## src/rtl/core/modinv_pkg.sv

```systemverilog
// Shared types for the modular inverse unit: controller commands and datapath status.
// No dependencies.
`default_nettype none

package modinv_pkg;

  // Modulus value after reset (truncated to the configured width).
  localparam int ModulusReset = 26;

  // Commands from the controller to the datapath, at most one high per cycle.
  typedef struct packed {
    logic load;        // take a new item and set up the remainder sequence
    logic iter_start;  // begin one Euclid step
    logic align;       // double the shifted divisor and coefficient
    logic desc;        // one shift-subtract step of the quotient
    logic fin_add;     // lift a negative coefficient into range
    logic fin_sub;     // final reduction below the modulus
    logic capture;     // load the output register
  } modinv_cmd_t;

  // Status from the datapath to the controller.
  typedef struct packed {
    logic r1_zero;     // remainder sequence has ended
    logic align_ok;    // divisor can be doubled once more
    logic desc_last;   // divisor is back at its unshifted value
  } modinv_status_t;

endpackage

`default_nettype wire

```

## src/rtl/core/modinv_dp.sv

```systemverilog
// Datapath of the modular inverse unit: modulus register, remainder and
// coefficient registers, shift-subtract unit and output register. Uses modinv_pkg.
`default_nettype none

module modinv_dp import modinv_pkg::*; #(
  parameter int WIDTH = 31
) (
  input  logic               clk_i,
  input  logic               rst_ni,
  input  logic               cfg_we_i,
  input  logic [WIDTH-1:0]   cfg_modulus_i,
  input  logic [WIDTH-1:0]   value_i,
  input  modinv_cmd_t        cmd_i,
  output modinv_status_t     status_o,
  output logic [WIDTH-1:0]   inverse_o,
  output logic               invertible_o
);

  // Coefficients are signed and bounded by the modulus in magnitude.
  localparam int TW = WIDTH + 1;

  logic [WIDTH-1:0]        mod_q;
  logic [WIDTH-1:0]        r0_q, r1_q, rem_q, rs_q;
  logic signed [TW-1:0]    t0_q, t1_q, tacc_q, ts_q;
  logic [WIDTH-1:0]        inv_q;
  logic                    ok_q;

  logic                    fits;
  logic [WIDTH-1:0]        rem_n;
  logic signed [TW-1:0]    tacc_n;
  logic signed [TW-1:0]    mod_ext;
  logic                    ok;

  assign mod_ext = signed'({1'b0, mod_q});
  assign fits    = rs_q <= rem_q;
  assign rem_n   = fits ? (rem_q - rs_q) : rem_q;
  assign tacc_n  = fits ? (tacc_q - ts_q) : tacc_q;
  assign ok      = (r0_q == WIDTH'(1)) && (mod_q != '0);

  assign status_o.r1_zero   = r1_q == '0;
  assign status_o.align_ok  = {rs_q, 1'b0} <= {1'b0, rem_q};
  assign status_o.desc_last = rs_q == r1_q;

  always_ff @(posedge clk_i or negedge rst_ni) begin
    if (!rst_ni) begin
      mod_q <= WIDTH'(ModulusReset);
    end else if (cfg_we_i) begin
      mod_q <= cfg_modulus_i;
    end
  end

  always_ff @(posedge clk_i) begin
    if (cmd_i.load) begin
      r0_q <= mod_q;
      r1_q <= value_i;
      t0_q <= '0;
      t1_q <= TW'(1);
    end
    if (cmd_i.iter_start) begin
      rem_q  <= r0_q;
      tacc_q <= t0_q;
      rs_q   <= r1_q;
      ts_q   <= t1_q;
    end
    if (cmd_i.align) begin
      rs_q <= {rs_q[WIDTH-2:0], 1'b0};
      ts_q <= ts_q <<< 1;
    end
    if (cmd_i.desc) begin
      rem_q  <= rem_n;
      tacc_q <= tacc_n;
      if (rs_q == r1_q) begin
        r0_q <= r1_q;
        r1_q <= rem_n;
        t0_q <= t1_q;
        t1_q <= tacc_n;
      end else begin
        rs_q <= rs_q >> 1;
        ts_q <= ts_q >>> 1;
      end
    end
    if (cmd_i.fin_add && t0_q[TW-1]) begin
      t0_q <= t0_q + mod_ext;
    end
    if (cmd_i.fin_sub && (t0_q >= mod_ext)) begin
      t0_q <= t0_q - mod_ext;
    end
    if (cmd_i.capture) begin
      inv_q <= ok ? t0_q[WIDTH-1:0] : '0;
      ok_q  <= ok;
    end
  end

  assign inverse_o    = inv_q;
  assign invertible_o = ok_q;

endmodule

`default_nettype wire

```

## src/rtl/core/modinv_ctrl.sv

```systemverilog
// Controller of the modular inverse unit: sequences the Euclid steps and owns
// the input ready and output valid handshakes. Uses modinv_pkg.
`default_nettype none

module modinv_ctrl import modinv_pkg::*; (
  input  logic            clk_i,
  input  logic            rst_ni,
  input  logic            in_valid_i,
  output logic            in_ready_o,
  output logic            out_valid_o,
  input  logic            out_ready_i,
  input  modinv_status_t  status_i,
  output modinv_cmd_t     cmd_o
);

  localparam logic [2:0] StIdle  = 3'd0;
  localparam logic [2:0] StIter  = 3'd1;
  localparam logic [2:0] StAlign = 3'd2;
  localparam logic [2:0] StDesc  = 3'd3;
  localparam logic [2:0] StFAdd  = 3'd4;
  localparam logic [2:0] StFSub  = 3'd5;
  localparam logic [2:0] StOut   = 3'd6;

  logic [2:0] state_q, state_d;
  logic       out_valid_q, out_valid_d;

  always_comb begin
    cmd_o       = '0;
    state_d     = state_q;
    out_valid_d = out_valid_q && !out_ready_i;
    case (state_q)
      StIdle: begin
        if (in_valid_i) begin
          cmd_o.load = 1'b1;
          state_d    = StIter;
        end
      end
      StIter: begin
        if (status_i.r1_zero) begin
          state_d = StFAdd;
        end else begin
          cmd_o.iter_start = 1'b1;
          state_d          = StAlign;
        end
      end
      StAlign: begin
        if (status_i.align_ok) begin
          cmd_o.align = 1'b1;
        end else begin
          state_d = StDesc;
        end
      end
      StDesc: begin
        cmd_o.desc = 1'b1;
        if (status_i.desc_last) begin
          state_d = StIter;
        end
      end
      StFAdd: begin
        cmd_o.fin_add = 1'b1;
        state_d       = StFSub;
      end
      StFSub: begin
        cmd_o.fin_sub = 1'b1;
        state_d       = StOut;
      end
      StOut: begin
        // Wait until the output register is free.
        if (!out_valid_q || out_ready_i) begin
          cmd_o.capture = 1'b1;
          out_valid_d   = 1'b1;
          state_d       = StIdle;
        end
      end
      default: begin
        state_d = StIdle;
      end
    endcase
  end

  always_ff @(posedge clk_i or negedge rst_ni) begin
    if (!rst_ni) begin
      state_q     <= StIdle;
      out_valid_q <= 1'b0;
    end else begin
      state_q     <= state_d;
      out_valid_q <= out_valid_d;
    end
  end

  assign in_ready_o  = state_q == StIdle;
  assign out_valid_o = out_valid_q;

endmodule

`default_nettype wire

```

## src/rtl/core/modular_inverse_ext_euclid_unit.sv

```systemverilog
// Modular inverse unit, top level: joins the controller and the datapath.
// Depends on modinv_pkg, modinv_ctrl and modinv_dp.
//
// This block returns, for each input item value_i, the inverse of value_i modulo the
// configured modulus, reduced into 0 to modulus-1, together with invertible_o, which is
// high exactly when the gcd of value_i and the modulus is one. When the value has no
// inverse, and also for a modulus of zero, inverse_o is zero and invertible_o is low; a
// modulus of one gives inverse zero with invertible high. Values at or above the modulus
// are accepted as they are: the Euclid steps reduce them, and a value above the modulus
// costs one extra step with a zero quotient that swaps the pair. The modulus resets to 26
// and is written through the cfg channel, which is always ready; write it only while no
// item is in flight. The block works on one item at a time. Each Euclid step finds its
// quotient bit by bit in one shared shift-subtract unit: a setup step, then the divisor is
// doubled while it still fits under the remainder, then one shift-subtract step per
// quotient bit. Around the Euclid steps lie the load, final reduction and output steps. The
// result sits in an output register, so the next item is taken while the previous result
// still waits; if that result has still not been taken when the next one is done, the unit
// holds in its output step until it is.

`default_nettype none

module modular_inverse_ext_euclid_unit import modinv_pkg::*; #(
  parameter int WIDTH = 31
) (
  input  logic             clk_i,
  input  logic             rst_ni,
  // Configuration write channel (modulus)
  input  logic             cfg_valid_i,
  output logic             cfg_ready_o,
  input  logic [WIDTH-1:0] cfg_modulus_i,
  // Input item channel
  input  logic             in_valid_i,
  output logic             in_ready_o,
  input  logic [WIDTH-1:0] value_i,
  // Result item channel
  output logic             out_valid_o,
  input  logic             out_ready_i,
  output logic [WIDTH-1:0] inverse_o,
  output logic             invertible_o
);

  modinv_cmd_t    cmd;
  modinv_status_t status;

  // The modulus register takes a write in any cycle.
  assign cfg_ready_o = 1'b1;

  modinv_ctrl u_ctrl (
    .clk_i       (clk_i),
    .rst_ni      (rst_ni),
    .in_valid_i  (in_valid_i),
    .in_ready_o  (in_ready_o),
    .out_valid_o (out_valid_o),
    .out_ready_i (out_ready_i),
    .status_i    (status),
    .cmd_o       (cmd)
  );

  modinv_dp #(
    .WIDTH (WIDTH)
  ) u_dp (
    .clk_i         (clk_i),
    .rst_ni        (rst_ni),
    .cfg_we_i      (cfg_valid_i),
    .cfg_modulus_i (cfg_modulus_i),
    .value_i       (value_i),
    .cmd_i         (cmd),
    .status_o      (status),
    .inverse_o     (inverse_o),
    .invertible_o  (invertible_o)
  );

endmodule

`default_nettype wire

```

## config.mk

```make
export PLATFORM = sky130hd
export DESIGN_NAME = modular_inverse_ext_euclid_unit
export DESIGN_NICKNAME = d
export VERILOG_FILES = /design/src/rtl/core/modinv_pkg.sv /design/src/rtl/core/modinv_dp.sv /design/src/rtl/core/modinv_ctrl.sv /design/src/rtl/core/modular_inverse_ext_euclid_unit.sv
export SDC_FILE = /design/constraint.sdc
export NUM_CORES = 1
export LEC_CHECK = 0
export BUFFER_PORTS_ARGS = -buffer_cell sky130_fd_sc_hd__buf_4
export CORE_UTILIZATION = 45
export CTS_BUF_LIST = sky130_fd_sc_hd__clkbuf_16
export CTS_CLUSTER_SIZE = 16
export DETAILED_ROUTE_END_ITERATION = 6
export GPL_ROUTABILITY_DRIVEN = 0
export GPL_TIMING_DRIVEN = 0
export MAX_ROUTING_LAYER = met4
export PLACE_DENSITY = 0.6
export SYNTH_ARGS = -nofsm -noshare
export SYNTH_HDL_FRONTEND = slang
export SYNTH_SLANG_ARGS = --single-unit
```

## constraint.sdc

```tcl
create_clock -name clk_i -period 8.62 [get_ports clk_i]
set_input_delay 0.431 -clock clk_i [delete_from_list [all_inputs] [get_ports clk_i]]
set_output_delay 0.431 -clock clk_i [all_outputs]
set_load 0.02 [all_outputs]
```

### Word level (Yosys, flattened, before mapping)

Cells that the tools add are included.

| word-level totals | value |
|---|---|
| flip-flop bits (word level) | 319 |
| latch bits | 0 |
| RAM bits | 0 |
| ROM bits | 0 |
| bits of input ports | 67 |
| memories | 0 |

| operators by class | value |
|---|---|
| add/subtract/negate cells | 4 |
| multiply operators | 0 |
| divide/modulo/power cells | 0 |
| magnitude comparators | 3 |
| eq/ne operators | 13 |
| shift-type cells | 0 |
| muxes and demuxes | 47 |
| bitwise gates (word level) | 0 |
| reductions and logical operators | 12 |

Operators with widths:

| kind | number |
|---|---|
| two-way mux 32 bit | 15 |
| two-way mux 31 bit | 13 |
| subtractor 32 bit | 2 |
| adder 32 bit | 1 |
| greater-or-equal comparator 32 bit | 1 |
| less-or-equal comparator 32 x 31 -> 1 bit | 1 |
| equality test 31 x 1 -> 1 bit, second input constant | 1 |
| equality test 31 bit | 1 |
| less-or-equal comparator 31 bit | 1 |
| zero test 31 bit | 1 |
| nonzero test 31 bit | 1 |
| subtractor 31 bit | 1 |
| one-hot mux 3 bit (7 select lines) | 1 |
| two-way mux 3 bit | 5 |
| two-way mux 1 bit | 13 |
| equality test 3 bit, second input constant | 3 |
| equality test 3 x 2 -> 1 bit, second input constant | 2 |
| != test 2 bit, second input constant | 3 |
| logical AND 1 bit | 4 |
| != test 2 x 1 -> 1 bit, second input constant | 2 |
| AND reduction 4 bit | 1 |
| equality test 3 x 1 -> 1 bit, second input constant | 1 |
| zero test 3 bit | 1 |
| zero test 1 bit | 2 |
| 2 further kinds | 2 |

### Depth between registers and ports, before layout

Gate-level depths: netlist of the first run.

| logic depth | value |
|---|---|
| depth after elaboration | 7 |
| gate-level depth with buffers | 16 |
| gate-level depth less buffers | 14 |

### Cells and area by module

Synthesis of the first run repeated with hierarchy kept, for this count alone.

| second synthesis, totals | value |
|---|---|
| cell total of the unflattened synthesis | 2705 |
| area total of the unflattened synthesis | 22106.2 um^2 |

Modules (own cells, without submodules):

| module | times used | cells each | area an instance (um^2) |
|---|---|---|---|
| modinv_dp | 1 | 2670 | 21800.9 |
| modinv_ctrl | 1 | 33 | 294.0 |
| modular_inverse_ext_euclid_unit | 1 | 2 | 11.3 |

### Worst setup path before layout of the first run

Ideal clock, no wire load.

| timing | value |
|---|---|
| path kind | flip-flop to flip-flop |
| start | register u_dp.r1_q[13] |
| end | register u_dp.rem_q[0] (enable) |
| data arrival time | 2985 ps |
| required time | 7938 ps |
| setup slack | 4953 ps |
| cell stages (with the launch flop) | 9 |
| clock period less this slack | 3667 ps |
| cell sequence | dfxtp_1 nor4_1 nand4_1 nor2_1 or3b_2 clkbuf_1 buf_1 buf_1 nand2_1 |

| on the way | value |
|---|---|
| cells in the longest elaborated chain, start to end | 4 |

RTL lines:

| what | line | source |
|---|---|---|
| start: declaration | modinv_dp.sv:23 | `logic [WIDTH-1:0] r0_q, r1_q, rem_q, rs_q;` |
| start signal: assignment | modinv_dp.sv:55 | `r1_q <= value_i;` |
| start signal: assignment | modinv_dp.sv:74 | `r1_q <= rem_n;` |
| zero test 31 bit | modinv_dp.sv:40 | `assign status_o.r1_zero = r1_q == '0;` |
| two-way mux 1 bit | modinv_ctrl.sv:39 | `if (status_i.r1_zero) begin` |
| two-way mux 1 bit | modinv_ctrl.sv:31 | `case (state_q)` |
| nonzero test 2 bit (no source line) | -- |  |
| end signal: assignment | modinv_dp.sv:60 | `rem_q <= r0_q;` |
| end signal: assignment | modinv_dp.sv:70 | `rem_q <= rem_n;` |
| end: declaration | modinv_dp.sv:23 |  |

No other way between the ends.
A chain may end at the register's enable or synchronous reset.

### Worst setup path in the final report of the first run

| timing | value |
|---|---|
| start | register u_dp.rem_q[30] |
| end | register u_dp.ts_q[3] |

| on the way | value |
|---|---|
| cells in the longest elaborated chain, start to end | 6 |

RTL lines:

| what | line | source |
|---|---|---|
| less-or-equal comparator 32 x 31 -> 1 bit (*) | modinv_dp.sv:41 | `assign status_o.align_ok = {rs_q, 1'b0} <= {1'b0, rem_q};` |
| two-way mux 1 bit (*) | modinv_ctrl.sv:47 | `if (status_i.align_ok) begin` |
| two-way mux 1 bit (*) | modinv_ctrl.sv:31 |  |
| two-way mux 32 bit (*) | modinv_dp.sv:65 | `if (cmd_i.align) begin` |
| two-way mux 32 bit | modinv_dp.sv:72 | `if (rs_q == r1_q) begin` |
| two-way mux 32 bit (*) | modinv_dp.sv:69 | `if (cmd_i.desc) begin` |
| end signal: assignment | modinv_dp.sv:63 | `ts_q <= t1_q;` |
| end signal: assignment | modinv_dp.sv:67 | `ts_q <= ts_q <<< 1;` |
| end signal: assignment | modinv_dp.sv:79 | `ts_q <= ts_q >>> 1;` |
| end: declaration | modinv_dp.sv:24 | `logic signed [TW-1:0] t0_q, t1_q, tacc_q, ts_q;` |

Every way passes the cells marked *; elsewhere a longest branch is shown, timed or not. The select of a mux whose other input is x is not followed.

==> run_results.csv, run 1 <==
group,metric,value,unit
run_status,status,"finished clean",
worst_setup_path,critPathSlowestCell,"a21oi_1",
clock_network,htree_levels,2,
global_route,busiest_layer,"met1",
worst_setup_path,cp-endpoint,"u_dp.ts_q[3]",
pwr,p_int,2560,uW
worst_setup_path,worstSetupStartpoint,"u_dp.rem_q[30]",
synth,synth_edf_count,96,
worst_setup_path,slowest_delay,910,ps
route,drt_iter0_drc,2745,
global_route,grt_max_degree,36,
die,rows,80,
sta,worst_pin_slew,1280,ps
global_route,antenna_found_initial,0,
sta,period_share,54.5,%
pwr,cellPowerDensity,140,nW/um^2
pwr,irDropWorstVdd,0.134,mV
pwr,p_comb_share,6.8,%
global_route,track_usage,33.6,%
min_path,hold_path_class,"primary input to register",
pwr,swShare,25.7,%
synth,synthFlopType,"dfxtp_1",
sta,fin_ws,3920,ps
die,die_h,222,um
clock_network,cts_hold_buf,1,
worst_setup_path,r2r_cells,10,
synth,syn_avg_cell_area,8.16,um^2
clock_network,clockRootBuffer,"clkbuf_16",
clock_network,postCtsSetupBuffers,0,
sta,hold_viol,0,
pwr,power_frac_clock,47.2,%
synth,synth_area,21800,um^2
finish,diodes,0,
global_route,grt_use_met3,5.04,%
die,dieArea,49300,um^2
placed_design,port_buffers,99,
sta,timing.setup.tns,0,ps
flow_run,cap_violations,0,
route,vias,21700,
synth,synth_cells,2671,
sta,fin_crit,4700,ps
worst_setup_path,start_kind,"register",
worst_setup_path,cp.required,9110,ps
worst_setup_path,crit_fanout,10,
worst_setup_path,critPathArrivalTime,5190,ps
finish,nFillCells,4573,
sta,slew_viol_final,0,
synth,yosys_register_bits,319,
clock_network,post_cts_resized,0,
synth,synth_seq_area_share,34.5,%
worst_setup_path,rr_endpoint,"u_dp.ts_q[3]",
clock_network,cts_buffer_depth,3,
placed_design,dp_slack,4160,ps
global_route,grt_pass1_vias,20000,
clock_network,cts.sinks,319,
worst_setup_path,end_kind,"register",
route,via_per_inst,6.29,
global_route,grt_pass1_wl,123000,um
worst_setup_path,ff2ff_setup_slack,3920,ps
clock_network,clk_pin_slew,60,ps
sta,rsz0062_at_grt,"false",
sta,timing.fmax,213,MHz
die,pin_count,102,
finish,drive_above_1_share,7.98,%
sta,skew,29.5,ps
clock_network,cts_buffers,39,
route,dr.pass1.iters,5,
sta,slew_headroom,14.0,%
global_route,grtUsageMet2,47.2,%
finish,fin_nets,3039,
clock_network,clk_latency,590,ps
route,drc_errors,0,
synth,yosys_warnings,0,
synth,synth_top_area_share,17.3,%
synth,synth_area_leaders,"dfxtp_1 17%, edfxtp_1 13%, ha_1 8.8%, nand2_1 6.3%, o21ai_0 5.6%",
worst_setup_path,path_cells,"inv_1 > ha_1 > nand4_1 > or4_1 > o21bai_1 > a21oi_1 > clkbuf_1 > buf_1 > o211ai_1 > o21ai_0",
synth,syn_nets,2896,
die,core,47700,um^2
global_route,grt_overflow,0,
synth,synth.largest_area_cell,"dfxtp_1",
pwr,seqPwrFrac,46.0,%
pwr,p_switching,886,uW
worst_setup_path,reg2reg_from,"u_dp.rem_q[30]",
synth,synth_cell_type_count,90,
die,start_util,45.6,%
pwr,leakage,0.0114,uW
route,routedWlPerCell,23.8,um
synth,synthArstFlopShare,11.0,%
sta,setup_viol,0,
global_route,grtUsageMet1,48.0,%
die,die_width,222,um
placed_design,dpl.hpwl,63900,um
route,ant_nets,0,
route,finalWirelength,82400,um
worst_setup_path,critical_path_class,"register to register",
clock_network,cts_tree,"yes",
finish,area_delta_synth_final,12.8,%
-- cell families (layout without fill, tap and decap cells) --
| kind of cell | Yosys count | count (layout) | synth area share [%] |
|---|---|---|---|
| XOR/XNOR | 70 | 70 | 2.81 |
| flip-flops | 319 | 319 | 34.5 |
| buffers and inverters | 338 | 512 | 6.25 |
| other | 1 | 1 | 0.0172 |
| AO/OA/AOI/OAI | 858 | 858 | 25.0 |
| AND/OR/NAND/NOR | 837 | 837 | 18.0 |
| adder cells (fa/ha/maj) | 158 | 158 | 9.21 |
| multiplexers | 90 | 90 | 4.16 |
-- worst max-delay path: cells and delay by family (launching register included) --
family / cells / cell delay (ps)
compound gates: 4 / 1430
buf+inv: 3 / 1520
flops: 1 / 420
fa+ha+maj: 1 / 300
simple gates: 2 / 930
-- cell usage in the layout, fill, tap and decap left out, types with 12 or more instances in the layout --
master,netlist,final
a211oi_1,21,21
a21o_1,70,70
a21oi_1,204,204
a221oi_1,15,15
a31oi_1,46,46
and2_1,37,37
and3_1,61,61
buf_2,12,12
buf_4,4,103
clkbuf_1,131,131
clkbuf_16,0,39
clkinv_2,0,16
dfrtp_1,32,32
dfxtp_1,188,188
edfxtp_1,96,96
ha_1,154,154
inv_1,172,177
mux2i_1,85,85
nand2_1,364,363
nand2b_1,21,21
nand3_1,68,68
nand4_1,30,30
nor2_1,120,119
nor2b_1,19,19
nor3_1,42,42
nor4_1,35,35
o211ai_1,70,70
o21a_1,13,13
o21ai_0,245,245
o21ai_1,20,20
o21bai_1,26,26
o31ai_1,14,14
or3_1,12,12
xnor2_1,24,24
xor2_1,46,46
-- power groups by stage --
| stage | clock (uW) | combinational, uW | sequential (uW) |
|---|---|---|---|
| floorplan | 0 | 152 | 1600 |
| global placement | 0 | 225 | 1610 |
| detailed placement | 0 | 227 | 1610 |
| CTS | 1630 | 229 | 1580 |
| global route | 1690 | 256 | 1580 |
| finish | 1630 | 235 | 1580 |
-- flip-flops by register name, indices dropped and copies added, names as in the netlist --
signal              count
u_dp.inverse_o         31
u_dp.r1_q              31
u_dp.ts_q              32
u_ctrl.out_valid_o      1
u_dp.invertible_o       1
u_dp.mod_q             31
u_dp.rs_q              31
u_ctrl.state_q          3
u_dp.r0_q              31
u_dp.t1_q              32
u_dp.rem_q             31
u_dp.t0_q              32
u_dp.tacc_q            32
-- worst min-delay path by stage --
| stage | from | to | slack [ps] | cells after the start |
|---|---|---|---|---|
| after floorplan | rst_ni | u_ctrl.out_valid_o | 140 | 0 |
| after global placement | rst_ni | u_dp.mod_q[11] | 450 | 1 |
| after detailed placement | rst_ni | u_dp.mod_q[10] | 460 | 1 |
| after CTS | cfg_modulus_i[16] | u_dp.mod_q[16] | 50 | 3 |
| after global routing | cfg_modulus_i[18] | u_dp.mod_q[18] | 60 | 3 |
| final | cfg_modulus_i[20] | u_dp.mod_q[20] | 50 | 3 |
-- Yosys cell counts (61+ instances only) --
cell / number
dfxtp_1: 188
nand2_1: 364
o211ai_1: 70
a21oi_1: 204
o21ai_0: 245
inv_1: 172
clkbuf_1: 131
nand3_1: 68
nor2_1: 120
mux2i_1: 85
ha_1: 154
a21o_1: 70
edfxtp_1: 96
and3_1: 61
-- per-stage QoR --
step                utilization (%)  area (um^2)  power (uW)  cells  hold slack [ps]
finish                         51.5        24600        3450   3460             51.2
global route                   51.5        24600        3530   3460             57.8
CTS                            51.5        24600        3440   3460             46.1
detailed placement             48.9        23400        1840   3387              456
global placement               48.8        23300        1840   3385              452
floorplan                         -        21800        1750   2671              135
-- area by class of cell --
cell class	count	area, um^2	share of cell area (%)
Inverter	173	649	2.64
Timing Repair Buffer	102	793	3.23
Tap cell	615	769	3.13
Multi-Input combinational cell	2014	12900	52.5
Sequential cell	319	7530	30.6
Clock inverter	33	245	0.997
Buffer	165	712	2.89
Clock buffer	39	976	3.97
-- routing by layer --
metal	vias up	part of all wire, %
met1	10400	44
met2	1230	41
met4	0	4.3
met3	182	10
met5	-	0
li1	9939	-
Note: power is estimated with default switching activity, not from simulation.
==> inputs of run 2 (changes only) <==
- clock period: 8.62 -> 4.93 ns (I/O delays scaled with it)
==> run 2 against run 1 <==
Against the previous run: first-iteration DRC count decreased by 11%; die area stayed put; worst hold slack worse by 19 ps; clock skew decreased by 2.4 ps; sequential share of layout area down 0.39 points; largest cell class unchanged; non-clock buffer count increased by 32; clock power grew 75%; register-to-register slack got worse by 3700 ps; count of clock-buffer cells in the layout stayed put; flip-flop and latch count unchanged.
==> run_results.csv, run 2 (same netlist as run 1, synthesis figures left out) <==
group,metric,value,unit
run_status,status,"finished clean",
sta,worst_pin_slew,1300,ps
worst_setup_path,path_cells,"inv_1 > ha_1 > nand4_1 > or4_1 > o21bai_1 > a21oi_1 > clkbuf_1 > buf_1 > o211ai_1 > o21ai_0",
route,routedWlPerCell,23.7,um
worst_setup_path,slowest_delay,880,ps
worst_setup_path,critPathTopFamily,"buffers and inverters",
pwr,irDropWorstVdd,0.234,mV
placed_design,dpl.hpwl,63900,um
pwr,p_comb_share,7.1,%
finish,final_common_cell,"nand2_1",
worst_setup_path,end_kind,"register",
clock_network,clk_pin_slew,70,ps
pwr,p_switching,1550,uW
worst_setup_path,cp.required,5400,ps
clock_network,clk_latency,590,ps
pwr,cellPowerDensity,243,nW/um^2
die,start_util,45.6,%
clock_network,cts_tree,"yes",
placed_design,port_buffers,99,
worst_setup_path,critPathSlowestCell,"a21oi_1",
route,routed-wl-met2,33900,um
die,rows,80,
global_route,grt_pass1_vias,20200,
route,finalWirelength,82600,um
die,dieArea,49300,um^2
clock_network,cts_buffers,39,
sta,slew_headroom,12.8,%
pwr,power_frac_clock,47.1,%
die,die_h,222,um
finish,drive_above_1_share,7.89,%
route,vias,21800,
pwr,leakage,0.0115,uW
global_route,grt_overflow,0,
clock_network,post_cts_resized,0,
sta,period_share,95.1,%
sta,skew,27.2,ps
route,ant_nets,0,
finish,area_delta_synth_final,14.3,%
worst_setup_path,crit_fanout,10,
pwr,p_int,4500,uW
route,drt_iter0_drc,2431,
clock_network,cts_buffer_depth,3,
route,via_per_inst,6.25,
sta,fin_crit,4690,ps
sta,slew_viol_final,0,
finish,multi_input_area,12900,um^2
sta,timing.setup.tns,0,ps
finish,nFillCells,4549,
route,dr.pass1.iters,6,
clock_network,htree_levels,2,
clock_network,cts.sinks,319,
route,drc_errors,0,
global_route,grt_max_degree,36,
sta,setup_viol,0,
worst_setup_path,start_kind,"register",
die,core,47700,um^2
finish,diodes,0,
worst_setup_path,ff2ff_setup_slack,240,ps
worst_setup_path,critPathArrivalTime,5160,ps
die,die_width,222,um
global_route,antenna_found_initial,0,
min_path,hold_path_class,"primary input to register",
route,dr.max_layer_used,"met4",
finish,regArea,7530,um^2
global_route,track_usage,33.7,%
finish,fin_nets,3071,
route,drt-met1-wl,36800,um
sta,timing.fmax,213,MHz
die,pin_count,102,
clock_network,clockRootBuffer,"clkbuf_16",
route,met3_wirelength,8270,um
finish,final_util,52.2,%
worst_setup_path,crit_buf_inv,3,
finish,layout_common_cells,"363 x nand2_1, 245 x o21ai_0, 204 x a21oi_1",
pwr,seqPwrFrac,45.8,%
flow_run,cap_violations,0,
sta,rsz0062_at_grt,"false",
global_route,grt_pass1_wl,123000,um
pwr,swShare,25.7,%
worst_setup_path,critical_path_class,"register to register",
sta,hold_viol,0,
run 2: cell types whose count changed in the layout (fill, tap and decap cells not counted):
cell / previous run / this run
dlygate4sd3_1: 1 / 33
run 2: power by group through the flow:
stage / Combinational, uW / Sequential [uW] / Clock (uW)
2_1_floorplan: 265 / 2790 / 0
3_3_place_gp: 393 / 2820 / 0
3_5_place_dp: 396 / 2820 / 0
4_1_cts: 420 / 2770 / 2860
5_1_grt: 470 / 2770 / 2960
6_report: 432 / 2770 / 2850
run 2: timing repair:
| action | 4_1_cts | 5_1_grt |
|---|---|---|
| buffers inserted | 0 | 0 |
| hold buffers | 33 | 0 |
| hold endpoints to repair | 64 | 0 |
run 2: worst paths after layout:
kind	cells after the start	from	to
min in group asynchronous	2	rst_ni	u_dp.mod_q[9]
max	10	u_dp.rem_q[30]	u_dp.rs_q[24]
max in group asynchronous	2	rst_ni	u_dp.mod_q[29]
min	4	value_i[8]	u_dp.r1_q[8]
min reg2reg	2	u_dp.t1_q[1]	u_dp.t1_q[1]
max reg2reg	10	u_dp.rem_q[30]	u_dp.rs_q[24]
run 2: metrics by stage:
| step | power (uW) | hold WS [ps] | instances | cell area (um^2) | setup slack [ps] |
|---|---|---|---|---|---|
| after global routing | 6200 | 42.0 | 3492 | 24900 | 194 |
| final | 6050 | 31.7 | 3492 | 24900 | 239 |
| after global placement | 3220 | 268 | 3385 | 23300 | -1000 |
| after floorplan | 3060 | -49.1 | 2671 | 21800 | 1260 |
| after detailed placement | 3220 | 272 | 3387 | 23400 | 468 |
| after CTS | 6040 | 28.4 | 3492 | 24900 | 455 |
run 2: area by class of cell:
cell class	count	area share, %
multi-input cells	2014	51.9
flip-flops and latches	319	30.2
repair buffers	134	4.47
clock buffers	39	3.92
well taps	615	3.09
plain buffers	165	2.86
inverters	173	2.61
clock inverters	33	0.984
run 2: metal layers:
layer  vias up  GRT usage (%)
met1     10400           48.0
li1      10000              -
met2      1153           47.4
met4         0           13.7
met5         -              -
met3       198           5.05
run 2: worst min-delay path: stages:
cell	delay, ps
buf_4	100
nand2_1	40
and3_1	130
a21oi_1	40
==> inputs of run 3 (changes only) <==
- SYNTH_HIERARCHICAL: unset -> 1
==> run 3 against run 2 <==
Against the previous run: non-clock buffer count up 27; flip-flop and latch count unchanged; fmax down 0.83%; final area up 2.5%; clock power down 2%; via count up 0.97%; clock skew down 11 ps; critical path type unchanged.
==> run_results.csv, run 3 <==
group,metric,value,unit
synth,synth_cell_type_count,102,
die,dieArea,50000,um^2
global_route,antenna_found_initial,0,
worst_setup_path,start_kind,"register",
clock_network,cts_tree,"yes",
synth,synth_area_leaders,"dfxtp_1 17%, edfxtp_1 13%, ha_1 8.7%, a21oi_1 6.5%, o21ai_0 6.4%",
clock_network,clockRootBuffer,"clkbuf_16",
sta,hold_viol,0,
route,routedWlPerCell,23.7,um
pwr,cellPowerDensity,692,nW/um^2
synth,yosys_warnings,6,
synth,syn_avg_cell_area,8.17,um^2
placed_design,dpl.hpwl,65800,um
pwr,leakage,0.0103,uW
synth,syn_nets,2930,
synth,synthFlopType,"dfxtp_1",
clock_network,clk_latency,570,ps
route,vias,22000,
sta,skew,15.8,ps
route,dr.pass1.iters,5,
die,pin_count,102,
flow_run,cap_violations,0,
finish,area_delta_synth_final,15.5,%
die,start_util,45.9,%
sta,worst_pin_slew,1170,ps
worst_setup_path,crit_fanout,10,
synth,synthArstFlopShare,11.0,%
worst_setup_path,cp.required,5130,ps
global_route,grt_max_degree,39,
sta,timing.setup.tns,0,ps
die,die_width,224,um
worst_setup_path,rr_endpoint,"u_dp/ts_q[31]",
worst_setup_path,critPathArrivalTime,4930,ps
finish,drive_above_1_share,8.72,%
placed_design,dpl-instance-area,23700,um^2
global_route,grt_pass1_vias,20700,
synth,synth_seq_area_share,34.0,%
pwr,p_total,17700,uW
clock_network,postCtsSetupBuffers,0,
pwr,irDropWorstVdd,0.364,mV
sta,rsz0062_at_grt,"false",
synth,yosys-top-cells-count,"290 x nand2_1, 288 x a21oi_1, 283 x o21ai_0",
sta,fin_crit,4730,ps
worst_setup_path,reg2reg_from,"u_dp/r1_q[26]",
route,drc_errors,0,
synth,synth_edf_count,96,
route,finalWirelength,85100,um
run_status,status,"finished clean",
sta,slew_headroom,22.1,%
route,ant_nets,0,
sta,setup_viol,0,
finish,nFillCells,4617,
worst_setup_path,ff2ff_setup_slack,200,ps
die,core,48100,um^2
placed_design,port_buffers,99,
synth,synthMostInstantiatedCell,"nand2_1",
min_path,min_to,"u_dp/r1_q[30]",
global_route,track_usage,34.7,%
sta,timing.fmax,211,MHz
worst_setup_path,r2r_cells,8,
clock_network,cts_buffers,38,
worst_setup_path,critical_path_class,"register to register",
clock_network,cts_buffer_depth,3,
route,drt_iter0_drc,2383,
clock_network,htree_levels,2,
synth,synth.largest_area_cell,"dfxtp_1",
finish,fin_area,25500,um^2
sta,slew_viol_final,0,
synth,synth_cells,2705,
finish,final_common_cell,"nand2_1",
synth,yosys_register_bits,319,
finish,fin_nets,3133,
synth,synth_top_area_share,17.0,%
min_path,min_from,"value_i[30]",
min_path,hold_path_class,"primary input to register",
die,rows,80,
route,via_per_inst,6.13,
global_route,grt_overflow,0,
clock_network,cts.sinks,319,
synth,synth_area,22100,um^2
min_path,whs_path_depth,3,
sta,period_share,95.9,%
finish,layout_common_cells,"290 x nand2_1, 288 x a21oi_1, 283 x o21ai_0",
die,die_h,224,um
clock_network,clk_pin_slew,60,ps
global_route,grt_pass1_wl,128000,um
worst_setup_path,end_kind,"register",
==> run 3: repair_timing <==
item,in CTS,in global routing
hold buffers,62,0
endpoints found under the setup margin,10,57
gates resized for setup,2,1
pin swaps,0,0
hold endpoints to repair,97,0
cloned,0,0
==> run 3: logic make-up after synthesis <==
kind of cell	after synthesis	share of synthesized area (%)
adder cells (fa/ha/maj)	158	9.08
XOR/XNOR	80	3.17
AND/OR/NAND/NOR	811	17.5
buffers and inverters	338	6.56
multiplexers	108	4.92
other	1	0.0170
flip-flops	319	34.0
AO/OA/AOI/OAI	890	24.7
==> run 3: how the worst max path moves through the flow <==
stage | from | to | slack (ps)
floorplan | u_dp/rem_q[17] | u_dp/ts_q[31] | 1440
global placement | u_dp/rem_q[17] | u_dp/ts_q[31] | -190
CTS | u_dp/rem_q[17] | u_dp/ts_q[11] | 250
detailed placement | u_dp/rem_q[17] | u_dp/ts_q[1] | -180
global route | u_dp/rem_q[17] | u_dp/ts_q[11] | 50
finish | u_dp/r1_q[26] | u_dp/ts_q[31] | 200
==> run 3: final cells by class <==
cell class	count	area (um^2)	share of cell area (%)
well taps	656	821	3.21
multi-input cells	2048	13100	51.5
flip-flops and latches	319	7530	29.5
repair buffers	163	1400	5.50
diodes	1	2.50	0.00980
plain buffers	163	796	3.12
clock inverters	30	214	0.838
clock buffers	39	976	3.82
inverters	175	657	2.57
==> run 3: metal layers <==
metal  wire [um]  track usage, %  vias up
met1       36600            46.5    10500
met5           0               -        -
met4        4020            14.8        0
li1            -               -    10100
met2       35500            49.6     1181
met3        9020            8.16      213
==> run 3: where the power goes <==
group	switching (uW)	internal (uW)	total (uW)
Combinational	6480	3550	10000
Sequential	1040	3820	4870
Clock	1190	1590	2780
Total	8710	8960	17700
==> run 3: worst max-delay path, stage by stage, from the launching register on <==
cell and delay, ps:
dfxtp_1 540, xor2_1 160, nor4_1 640, nand4_1 200, nor3_1 910, nand2b_1 200, clkbuf_1 620, clkbuf_1 580
clkbuf_1 510
==> run 3: through the flow <==
| step | hold slack, ps | utilization, % | cells | setup WS [ps] |
|---|---|---|---|---|
| after detailed placement | 225 | 49.3 | 3462 | -177 |
| final | 36.5 | 53.0 | 3594 | 200 |
| after global placement | 221 | 49.2 | 3460 | -194 |
| after floorplan | -49.1 | - | 2705 | 1440 |
| after global routing | 41.2 | 53.0 | 3593 | 53.7 |
| after CTS | 0.856 | 53.0 | 3593 | 249 |
